`src/rtl/core/rv32s_pkg.sv`:
```
// Package for the rv32 subset executor: sizes, opcodes, ALU codes, result struct.
// No dependencies; used by every file in rtl/core.
package rv32s_pkg;

	localparam int MEM_WORDS  = 32;
	localparam int PROG_DEPTH = 1024;
	localparam int MA_W       = $clog2(MEM_WORDS);
	localparam int PI_W       = $clog2(PROG_DEPTH);
	localparam int PL_W       = 11;

	localparam logic [6:0] OP_R     = 7'b0110011;
	localparam logic [6:0] OP_I     = 7'b0010011;
	localparam logic [6:0] OP_LOAD  = 7'b0000011;
	localparam logic [6:0] OP_STORE = 7'b0100011;
	localparam logic [6:0] OP_BR    = 7'b1100011;

	localparam logic [2:0] F3_ADD = 3'd0;
	localparam logic [2:0] F3_SLL = 3'd1;
	localparam logic [2:0] F3_MUL = 3'd2;
	localparam logic [2:0] F3_DIV = 3'd3;
	localparam logic [2:0] F3_XOR = 3'd4;
	localparam logic [2:0] F3_SR  = 3'd5;
	localparam logic [2:0] F3_OR  = 3'd6;

	localparam logic [2:0] BR_EQ = 3'd0;
	localparam logic [2:0] BR_NE = 3'd1;
	localparam logic [2:0] BR_LT = 3'd4;
	localparam logic [2:0] BR_GE = 3'd5;

	localparam logic [1:0] ST_OK    = 2'd0;
	localparam logic [1:0] ST_BADOP = 2'd1;
	localparam logic [1:0] ST_BADBR = 2'd2;
	localparam logic [1:0] ST_BADAD = 2'd3;

	// handshake between sequencer and divider
	typedef struct packed {
		logic        start;
		logic [31:0] a;
		logic [31:0] b;
	} div_req_t;

	typedef struct packed {
		logic        done;
		logic [31:0] q;
	} div_rsp_t;

	typedef struct packed {
		logic [1:0]  status;
		logic [31:0] mem_value;
		logic [4:0]  mem_addr;
		logic        mem_write;
		logic [31:0] reg_value;
		logic [4:0]  reg_dest;
		logic        reg_write;
		logic        taken;
		logic        program_end;
		logic [9:0]  next_index;
	} result_t;

	function automatic logic [31:0] sext12(input logic [11:0] r);
		return {{20{r[11]}}, r};
	endfunction

endpackage

```
`src/rtl/core/rv32_subset_instruction_executor.sv`:
```
// Top level of the rv32 subset executor: sequencer, register file, data memory.
// Depends on rv32s_pkg and rv32s_div.
//
// channel   dir  fields (lsb first)
// s_axis    in   tdata: instruction[31:0]
// m_axis    out  tdata: next_index, program_end, taken, reg_write, reg_dest,
//                       reg_value, mem_write, mem_addr, mem_value, status
// cfg       in   program_length[10:0]
//
// A word runs from acceptance to the next ready through accept and read rs1,
// read rs2, execute and write back, output; loads with a valid address and MUL
// also pass through S_LD or S_MUL (registered memory read, registered 32x32
// product); DIV waits in S_DIV while the divider makes one quotient bit per
// cycle and flags done after the last bit. The register file and data memory
// have a registered read; operands are read one per cycle. Reset clears both
// by a sweep over every word; s_axis_tready stays low meanwhile. A waiting
// result holds until m_axis_tready; the next word may run and wait in S_OUT.
module rv32_subset_instruction_executor (
	input  logic        clk,
	input  logic        arst_n,
	input  logic        cfg_we,
	input  logic [10:0] cfg_wdata,       // program_length
	input  logic        s_axis_tvalid,
	output logic        s_axis_tready,
	input  logic [31:0] s_axis_tdata,    // instruction
	output logic        m_axis_tvalid,
	input  logic        m_axis_tready,
	output logic [95:0] m_axis_tdata     // see table above, zero filled
);
	typedef enum logic [8:0] {
		S_CLR  = 9'b000000001,
		S_IDLE = 9'b000000010,
		S_RDA  = 9'b000000100,
		S_RDB  = 9'b000001000,
		S_EXE  = 9'b000010000,
		S_MUL  = 9'b000100000,
		S_DIV  = 9'b001000000,
		S_LD   = 9'b010000000,
		S_OUT  = 9'b100000000
	} state_t;

	state_t state_q;
	logic [31:0] ins_q, a_q, b_q, mul_q;
	logic [rv32s_pkg::PL_W-1:0] plen_q;
	logic [rv32s_pkg::PI_W-1:0] pc_q;
	logic [4:0]  clr_q;
	rv32s_pkg::result_t res_q;
	logic        out_v_q;

	logic [31:0] rf [32];
	logic [31:0] dm [rv32s_pkg::MEM_WORDS];
	logic [31:0] rf_rd, dm_rd;
	logic [4:0]  rf_ra;
	logic        rf_we, dm_we;
	logic [4:0]  rf_wa;
	logic [31:0] rf_wd;
	logic [rv32s_pkg::MA_W-1:0] dm_a;

	rv32s_pkg::div_req_t dreq;
	rv32s_pkg::div_rsp_t drsp;

	logic [6:0]  opc;
	logic [2:0]  f3;
	logic [4:0]  rd;
	logic        alt;
	logic [31:0] opb, imm, addr, alu, diff;
	logic        brt, brbad;
	logic [12:0] boff;
	logic signed [12:0] tgt;
	logic [10:0] limit;

	assign opc = ins_q[6:0];
	assign f3  = ins_q[14:12];
	assign rd  = ins_q[11:7];
	assign alt = ins_q[30] && (f3 == rv32s_pkg::F3_SR ||
		(opc == rv32s_pkg::OP_R && f3 == rv32s_pkg::F3_ADD));
	assign opb = (opc == rv32s_pkg::OP_R) ? b_q : rv32s_pkg::sext12(ins_q[31:20]);
	assign imm = (opc == rv32s_pkg::OP_LOAD) ? rv32s_pkg::sext12(ins_q[31:20])
		: rv32s_pkg::sext12({ins_q[31:25], ins_q[11:7]});
	assign addr = a_q + imm;
	assign diff = a_q - b_q;

	always_comb begin
		case (f3)
			rv32s_pkg::F3_ADD: alu = alt ? a_q - opb : a_q + opb;
			rv32s_pkg::F3_SLL: alu = a_q << opb[4:0];
			rv32s_pkg::F3_XOR: alu = a_q ^ opb;
			rv32s_pkg::F3_SR:  alu = alt ? 32'($signed(a_q) >>> opb[4:0]) : a_q >> opb[4:0];
			rv32s_pkg::F3_OR:  alu = a_q | opb;
			default:           alu = a_q & opb;
		endcase
	end

	always_comb begin
		brbad = 1'b0;
		case (f3)
			rv32s_pkg::BR_EQ: brt = (diff == 32'd0);
			rv32s_pkg::BR_NE: brt = (diff != 32'd0);
			rv32s_pkg::BR_LT: brt = diff[31];
			rv32s_pkg::BR_GE: brt = !diff[31];
			default: begin
				brt   = 1'b0;
				brbad = 1'b1;
			end
		endcase
	end

	assign boff  = {ins_q[31], ins_q[7], ins_q[30:25], ins_q[11:8], 1'b0};
	assign limit = (plen_q > 11'(rv32s_pkg::PROG_DEPTH)) ? 11'(rv32s_pkg::PROG_DEPTH) : plen_q;

	// branch target uses boff[12:1], the halved offset
	always_comb begin
		if (opc == rv32s_pkg::OP_BR && brt)
			tgt = $signed({3'b000, pc_q}) + $signed({boff[12], boff[12:1]});
		else
			tgt = $signed({3'b000, pc_q}) + 13'sd1;
	end

	assign dreq.a     = a_q;
	assign dreq.b     = opb;
	assign dreq.start = (state_q == S_EXE) && f3 == rv32s_pkg::F3_DIV &&
		(opc == rv32s_pkg::OP_R || opc == rv32s_pkg::OP_I);

	rv32s_div u_div (
		.clk    (clk),
		.arst_n (arst_n),
		.req    (dreq),
		.rsp    (drsp)
	);

	assign rf_ra = (state_q == S_IDLE) ? s_axis_tdata[19:15] : ins_q[24:20];
	assign dm_a  = addr[rv32s_pkg::MA_W-1:0];

	always_ff @(posedge clk) begin
		if (rf_we)
			rf[rf_wa] <= rf_wd;
		rf_rd <= rf[rf_ra];
		if (dm_we)
			dm[(state_q == S_CLR) ? clr_q : dm_a] <= (state_q == S_CLR) ? 32'd0 : b_q;
		dm_rd <= dm[dm_a];
		mul_q <= a_q * opb;
	end

	// write and result assembly
	logic        wr_en;
	logic [31:0] wr_val;
	logic [1:0]  st;
	logic        is_alu, is_mem, bad_ad;

	assign is_alu = (opc == rv32s_pkg::OP_R || opc == rv32s_pkg::OP_I);
	assign is_mem = (opc == rv32s_pkg::OP_LOAD || opc == rv32s_pkg::OP_STORE);
	assign bad_ad = addr >= 32'(rv32s_pkg::MEM_WORDS);

	always_comb begin
		st = rv32s_pkg::ST_OK;
		if (is_mem && bad_ad)
			st = rv32s_pkg::ST_BADAD;
		else if (opc == rv32s_pkg::OP_BR && brbad)
			st = rv32s_pkg::ST_BADBR;
		else if (!is_alu && !is_mem && opc != rv32s_pkg::OP_BR)
			st = rv32s_pkg::ST_BADOP;
	end

	always_comb begin
		case (state_q)
			S_MUL:   wr_val = mul_q;
			S_DIV:   wr_val = drsp.q;
			S_LD:    wr_val = dm_rd;
			default: wr_val = alu;
		endcase
	end

	assign wr_en = (rd != 5'd0) && (
		(state_q == S_EXE && is_alu && f3 != rv32s_pkg::F3_MUL && f3 != rv32s_pkg::F3_DIV) ||
		state_q == S_MUL || (state_q == S_DIV && drsp.done) || state_q == S_LD);

	assign rf_we = (state_q == S_CLR) || wr_en;
	assign rf_wa = (state_q == S_CLR) ? clr_q : rd;
	assign rf_wd = (state_q == S_CLR) ? 32'd0 : wr_val;
	assign dm_we = (state_q == S_CLR) ||
		(state_q == S_EXE && opc == rv32s_pkg::OP_STORE && !bad_ad);

	logic fin;
	assign fin = (state_q == S_EXE && !(is_alu && (f3 == rv32s_pkg::F3_MUL ||
		f3 == rv32s_pkg::F3_DIV)) && !(opc == rv32s_pkg::OP_LOAD && !bad_ad)) ||
		state_q == S_MUL || (state_q == S_DIV && drsp.done) || state_q == S_LD;

	always_ff @(posedge clk or negedge arst_n) begin
		if (!arst_n) begin
			state_q <= S_CLR;
			clr_q   <= '0;
			plen_q  <= '0;
			pc_q    <= '0;
			out_v_q <= 1'b0;
		end else begin
			if (cfg_we)
				plen_q <= cfg_wdata;
			case (state_q)
				S_CLR: begin
					clr_q <= clr_q + 5'd1;
					if (clr_q == 5'd31)
						state_q <= S_IDLE;
				end
				S_IDLE: if (s_axis_tvalid) state_q <= S_RDA;
				S_RDA:  state_q <= S_RDB;
				S_RDB:  state_q <= S_EXE;
				S_EXE: begin
					if (is_alu && f3 == rv32s_pkg::F3_MUL)
						state_q <= S_MUL;
					else if (is_alu && f3 == rv32s_pkg::F3_DIV)
						state_q <= S_DIV;
					else if (opc == rv32s_pkg::OP_LOAD && !bad_ad)
						state_q <= S_LD;
					else
						state_q <= S_OUT;
				end
				S_MUL: state_q <= S_OUT;
				S_LD:  state_q <= S_OUT;
				S_DIV: if (drsp.done) state_q <= S_OUT;
				S_OUT: if (!out_v_q || m_axis_tready) state_q <= S_IDLE;
				default: state_q <= S_IDLE;
			endcase
			if (fin)
				pc_q <= tgt[rv32s_pkg::PI_W-1:0];
			if (state_q == S_OUT && (!out_v_q || m_axis_tready))
				out_v_q <= 1'b1;
			else if (m_axis_tready)
				out_v_q <= 1'b0;
		end
	end

	rv32s_pkg::result_t nres_q;

	always_ff @(posedge clk) begin
		if (state_q == S_IDLE)
			ins_q <= s_axis_tdata;
		// rs1 read lands in RDA, rs2 read lands in RDB
		if (state_q == S_RDA)
			a_q <= rf_rd;
		if (state_q == S_RDB)
			b_q <= rf_rd;
		if (fin) begin
			nres_q.next_index  <= tgt[rv32s_pkg::PI_W-1:0];
			nres_q.program_end <= tgt[12] || (tgt[11:0] >= {1'b0, limit});
			nres_q.taken       <= (opc == rv32s_pkg::OP_BR) && brt;
			nres_q.reg_write   <= wr_en;
			nres_q.reg_dest    <= wr_en ? rd : 5'd0;
			nres_q.reg_value   <= wr_en ? wr_val : 32'd0;
			nres_q.mem_write   <= opc == rv32s_pkg::OP_STORE && !bad_ad;
			nres_q.mem_addr    <= (is_mem && !bad_ad) ? 5'(addr) : 5'd0;
			nres_q.mem_value   <= (opc == rv32s_pkg::OP_STORE && !bad_ad) ? b_q : 32'd0;
			nres_q.status      <= st;
		end
		if (state_q == S_OUT && (!out_v_q || m_axis_tready))
			res_q <= nres_q;
	end

	assign s_axis_tready = (state_q == S_IDLE);
	assign m_axis_tvalid = out_v_q;
	assign m_axis_tdata  = {6'd0, res_q.status, res_q.mem_value, res_q.mem_addr,
		res_q.mem_write, res_q.reg_value, res_q.reg_dest, res_q.reg_write,
		res_q.taken, res_q.program_end, res_q.next_index};
endmodule

```
`src/rtl/core/rv32s_div.sv`:
```
// Signed 32-bit divider, one quotient bit per cycle (restoring).
// Depends on rv32s_pkg.
module rv32s_div (
	input  logic                clk,
	input  logic                arst_n,
	input  rv32s_pkg::div_req_t req,
	output rv32s_pkg::div_rsp_t rsp
);
	logic [31:0] rem_q, quo_q, den_q;
	logic [5:0]  cnt_q;
	logic        busy_q, neg_q, zero_q, done_q;
	logic [32:0] trial;
	logic [31:0] shifted;

	assign shifted = {rem_q[30:0], quo_q[31]};
	assign trial   = {1'b0, shifted} - {1'b0, den_q};

	always_ff @(posedge clk or negedge arst_n) begin
		if (!arst_n) begin
			busy_q <= 1'b0;
			done_q <= 1'b0;
			cnt_q  <= '0;
		end else begin
			done_q <= 1'b0;
			if (req.start) begin
				busy_q <= 1'b1;
				cnt_q  <= 6'd0;
			end else if (busy_q) begin
				cnt_q <= cnt_q + 6'd1;
				if (cnt_q == 6'd31) begin
					busy_q <= 1'b0;
					done_q <= 1'b1;
				end
			end
		end
	end

	always_ff @(posedge clk) begin
		if (req.start) begin
			rem_q  <= '0;
			quo_q  <= req.a[31] ? 32'd0 - req.a : req.a;
			den_q  <= req.b[31] ? 32'd0 - req.b : req.b;
			neg_q  <= req.a[31] ^ req.b[31];
			zero_q <= (req.b == 32'd0);
		end else if (busy_q) begin
			// shift one dividend bit in, subtract when it fits
			if (!trial[32]) begin
				rem_q <= trial[31:0];
				quo_q <= {quo_q[30:0], 1'b1};
			end else begin
				rem_q <= shifted;
				quo_q <= {quo_q[30:0], 1'b0};
			end
		end
	end

	always_comb begin
		rsp.done = done_q;
		if (zero_q)
			rsp.q = 32'hFFFF_FFFF;
		else
			rsp.q = neg_q ? 32'd0 - quo_q : quo_q;
	end
endmodule

```
`config.mk`:
```
export PLATFORM = sky130hd
export DESIGN_NAME = rv32_subset_instruction_executor
export DESIGN_NICKNAME = d
export VERILOG_FILES = /design/src/rtl/core/rv32s_pkg.sv /design/src/rtl/core/rv32_subset_instruction_executor.sv /design/src/rtl/core/rv32s_div.sv
export SDC_FILE = /design/constraint.sdc
export NUM_CORES = 2
export LEC_CHECK = 0
export CORE_ASPECT_RATIO = 1.75
export CORE_MARGIN = 1.5
export CORE_UTILIZATION = 55
export DETAILED_ROUTE_END_ITERATION = 7
export DONT_BUFFER_PORTS = 1
export PLACE_DENSITY = 0.7
export SETUP_SLACK_MARGIN = 0.15
export SYNTH_ARGS = -nofsm -noshare
export SYNTH_HDL_FRONTEND = slang
export SYNTH_SLANG_ARGS = --single-unit
```
`constraint.sdc`:
```
create_clock -name clk -period 25 [get_ports clk]
set_clock_uncertainty 0.05 [all_clocks]
set_input_delay 1.25 -clock clk [delete_from_list [all_inputs] [get_ports clk]]
set_output_delay 1.25 -clock clk [all_outputs]
set_load 0.01 [all_outputs]
```
==> summary.md <==
| Metric | Value |
|---|---|
| PostCTS Resize Cnt | 0 |
| CTS tree | built |
| Final hold vios | 0 |
| Row count | about 230 |
| Total gr overflow | 0 |
| Vias/cell | 6.893 |
| Vias | 89320 |
| Cts hold-fix bufs | 3 |
| Hold crit path type | in2async |
| Fill cells | 17340 |
| CP arrival | 10790 ps |
| Worst Tran Pin Value | 1559 ps |
| Critical-path maximum fanout | 31 |
| Initial antenna violation count | 74 |
| Slowest stage cell, crit path | nand3_2 |
| Root buffer cell | clkbuf_16 |
| #FFs+latches synth | about 2600 |
| Initial Util | 55.41% |
| Final core occ | 61.11% |
| CP Class | reg2reg |
| DRC Markers | 1 |
| Failing checks | DRC, capacitance limit, slew limit |
| Footprint of the multi-input gates | a little under 50000 um2 |
| Fin. max-slew vios | 3 |
| Crit start category | register |
| FF-to-FF Start | ins_q[3] |
| Status | complete, but fails checks |
| H-Tree Depth | 4 |
| Die Wd | roughly 370 um |
| Final WL | between 500000 and 600000 um |
| Crit. End Element | register |
| Clock slew at reported path FFs | 70 ps |
| DRT iter0 DRCs | 11460 |
| Netlist cell types | 100 |
| Number of synthesized flops with an enable pin | approximately 2400 |
| ANT nets after route | 0 |
| Die ar. | 235000 um2 |
| Clk buf depth | 4 |
| Total GRT Usage | 44.22% |
| Ports | 146 |
| Slowest stage delay, CP | just under 700 ps |
| Worst-Skew Late Latency | approximately 950 ps |
| Syn Inst Count | approximately 9700 |
| Layout cells sized above 1 | 12.97% |
| Drt pass-1 iters | 8 |
| Primary FF master, synth | edfxtp_1 |
| Crit path top cell by count | fa_1 |
| Syn_area_per_cell | 13.18 um2 |
| Rel. slew slack | -4.577% |
| Final setup viols | 0 |
| # nets final | approximately 10000 |
| Netlist Area Pre-Place | roughly 130000 um2 |
| Flip-flop and latch area | around 75000 um2 |
| WL per Instance | 39.82 um |
| CP required | 25790 ps |
| Max frequency | 100.0 MHz |
| Part of the cycle the worst path needs | 40.00% |
| First-pass GRT wire length | 705400 um |
| Via count of the first global-routing pass | a little under 90000 |
| Core area | approximately 230000 um2 |
| MaxCap Viol Count | 3 |
| RePlAce Congestion | 1.155 |
| CTS Sinks | 2556 |
| Final min period | 10000 ps |
| Pin count of the biggest net entering global routing | 204 |
| FF-to-FF End | mul_q[31] |
| YS warnings | 0 |
| Synth async-reset ratio | under 10% |
| RSZ-0062 raised after global routing | false |
| CTS buffer count | 226 |
| Layout area overhead | 10.30% |
| R2R Setup Slk | 15000 ps |
| Die height | roughly 640 um |
| PortBufs | 0 |
| TNS Setup | 0 ps |
| Dpl hpwl | 324300 um |
| Register area share after synthesis | 58.98% |
| R2R depth | 32 |
| # Post-CTS Setup Buffers | 0 |
==> state kept, by name, summed over array words and instances, names as in the netlist, 5 cells and up <==
| signal | cells |
|---|---|
| rf | 1024 |
| m_axis_tdata | 90 |
| nres_q | 90 |
| pc_q | 10 |
| rf_rd | 32 |
| dm_rd | 32 |
| u_div.den_q | 32 |
| u_div.rem_q | 31 |
| state_q | 9 |
| plen_q | 11 |
| clr_q | 5 |
| a_q | 32 |
| dm | 1024 |
| ins_q | 27 |
| b_q | 32 |
| mul_q | 32 |
| u_div.cnt_q | 6 |
| u_div.quo_q | 32 |
==> critical path, delay by kind of cell, from the launching register on <==
kind	cells	cell delay, ps
xor+xnor	1	110
compound gates	7	1560
buf+inv	9	1580
fa+ha+maj	9	4370
simple gates	6	1860
flops	1	360
==> synthesized netlist by cell type (40+ instances only) <==
cell / number / area (um2)
and2_1: 304 / 1902
edfxtp_1: 2385 / 71620
a21o_1: 115 / 863.3
mux2i_1: 99 / 991.0
dfxtp_1: 127 / 2542
ha_1: 341 / 4267
nor3_1: 139 / 695.7
fa_1: 413 / 8268
a21oi_1: 401 / 2007
a311oi_1: 131 / 1147
a31oi_1: 172 / 1076
xor2_1: 53 / 464.2
a211oi_1: 397 / 2980
inv_1: 531 / 1993
nor2_1: 690 / 2590
buf_1: 61 / 229.0
nand2b_1: 43 / 269.0
nand2_1: 1129 / 4238
xnor2_1: 241 / 2111
dfrtp_1: 43 / 1076
clkbuf_1: 496 / 1862
nand3_1: 65 / 325.3
mux4_2: 329 / 7410
o21ai_0: 285 / 1426
o211ai_1: 40 / 300.3
==> worst max-delay path by stage <==
| stage | start | endpoint | slack (ps) | depth (start not counted) |
|---|---|---|---|---|
| floorplan | ins_q[6] | mul_q[31] | 15880 | 35 |
| global placement | ins_q[2] | mul_q[31] | 15030 | 34 |
| detailed placement | ins_q[6] | mul_q[31] | 15140 | 32 |
| CTS | ins_q[3] | mul_q[31] | 15180 | 32 |
| global route | ins_q[6] | mul_q[31] | 14680 | 34 |
| finish | ins_q[3] | mul_q[31] | 15000 | 32 |
==> logic make-up (layout without fill, tap and decap cells) <==
logic type	after synthesis	in the layout	share of synthesized area (%)
and+or+nand+nor	2606	2606	9.140
muxes	456	456	6.832
DFF	2556	2556	58.98
adders and majority gates	754	754	9.823
xor gates and xnor gates	295	295	2.031
other	1	53	0.002939
AOI/OAI and AO/OA	1868	1868	9.761
buffers and inverters	1148	1315	3.428
==> through the flow <==
stage | cells | cell area [um2] | setup WS, ps | hold WS (ps)
floorplan | 9689 | 127600 | 15880 | 350.3
global placement | 12470 | 132500 | 15030 | 350.6
detailed placement | 12470 | 132500 | 15140 | 354.5
CTS | 12890 | 140100 | 15180 | 0.6513
global route | 12920 | 140700 | 14680 | -14.38
finish | 12960 | 140800 | 15000 | 6.586
==> area by class of cell <==
class                           instances  share of cell area, %
Antenna cell                           47                0.08356
Clock buffer                          286                  4.366
Clock inverter                        129                  1.009
Inverter                              566                  1.512
Multi-Input combinational cell       5985                  34.83
Sequential cell                      2556                  53.47
Tap cell                             3055                  2.716
Timing Repair Buffer                  334                  2.007
==> metal layers <==
| layer | vias to the layer above | GRT usage, % | share of wire, % |
|---|---|---|---|
| met5 | - | 0.2688 | 0.092 |
| met4 | 38 | 39.97 | 11 |
| met3 | 2197 | 14.63 | 11 |
| met2 | 6562 | 68.97 | 47 |
| met1 | 44740 | 47.91 | 31 |
| li1 | 35780 | - | - |
==> cell usage in the layout, fill, tap and decap left out, types with 39 or more instances in the layout <==
master and count:
nand2b_1 43, a211oi_1 395, nor2_1 607, nor3_1 100
clkinv_1 48, dfrtp_1 42, a21oi_1 398, nand4_1 39
mux2i_1 94, mux4_2 329, xnor2_1 238, nand2_1 1128
dfxtp_1 127, diode_2 47, o21ai_0 278, buf_4 306
clkbuf_16 234, nand3_1 63, o211ai_1 40, and2_1 304
inv_1 527, nor2_2 51, a21o_1 115, a311oi_1 131
edfxtp_1 2385, fa_1 412, clkinv_2 43, ha_1 340
a31oi_1 171, xor2_1 52
Power is not shown: default switching activity piles up to over one toggle a cycle in this logic, so the estimate is an artifact.
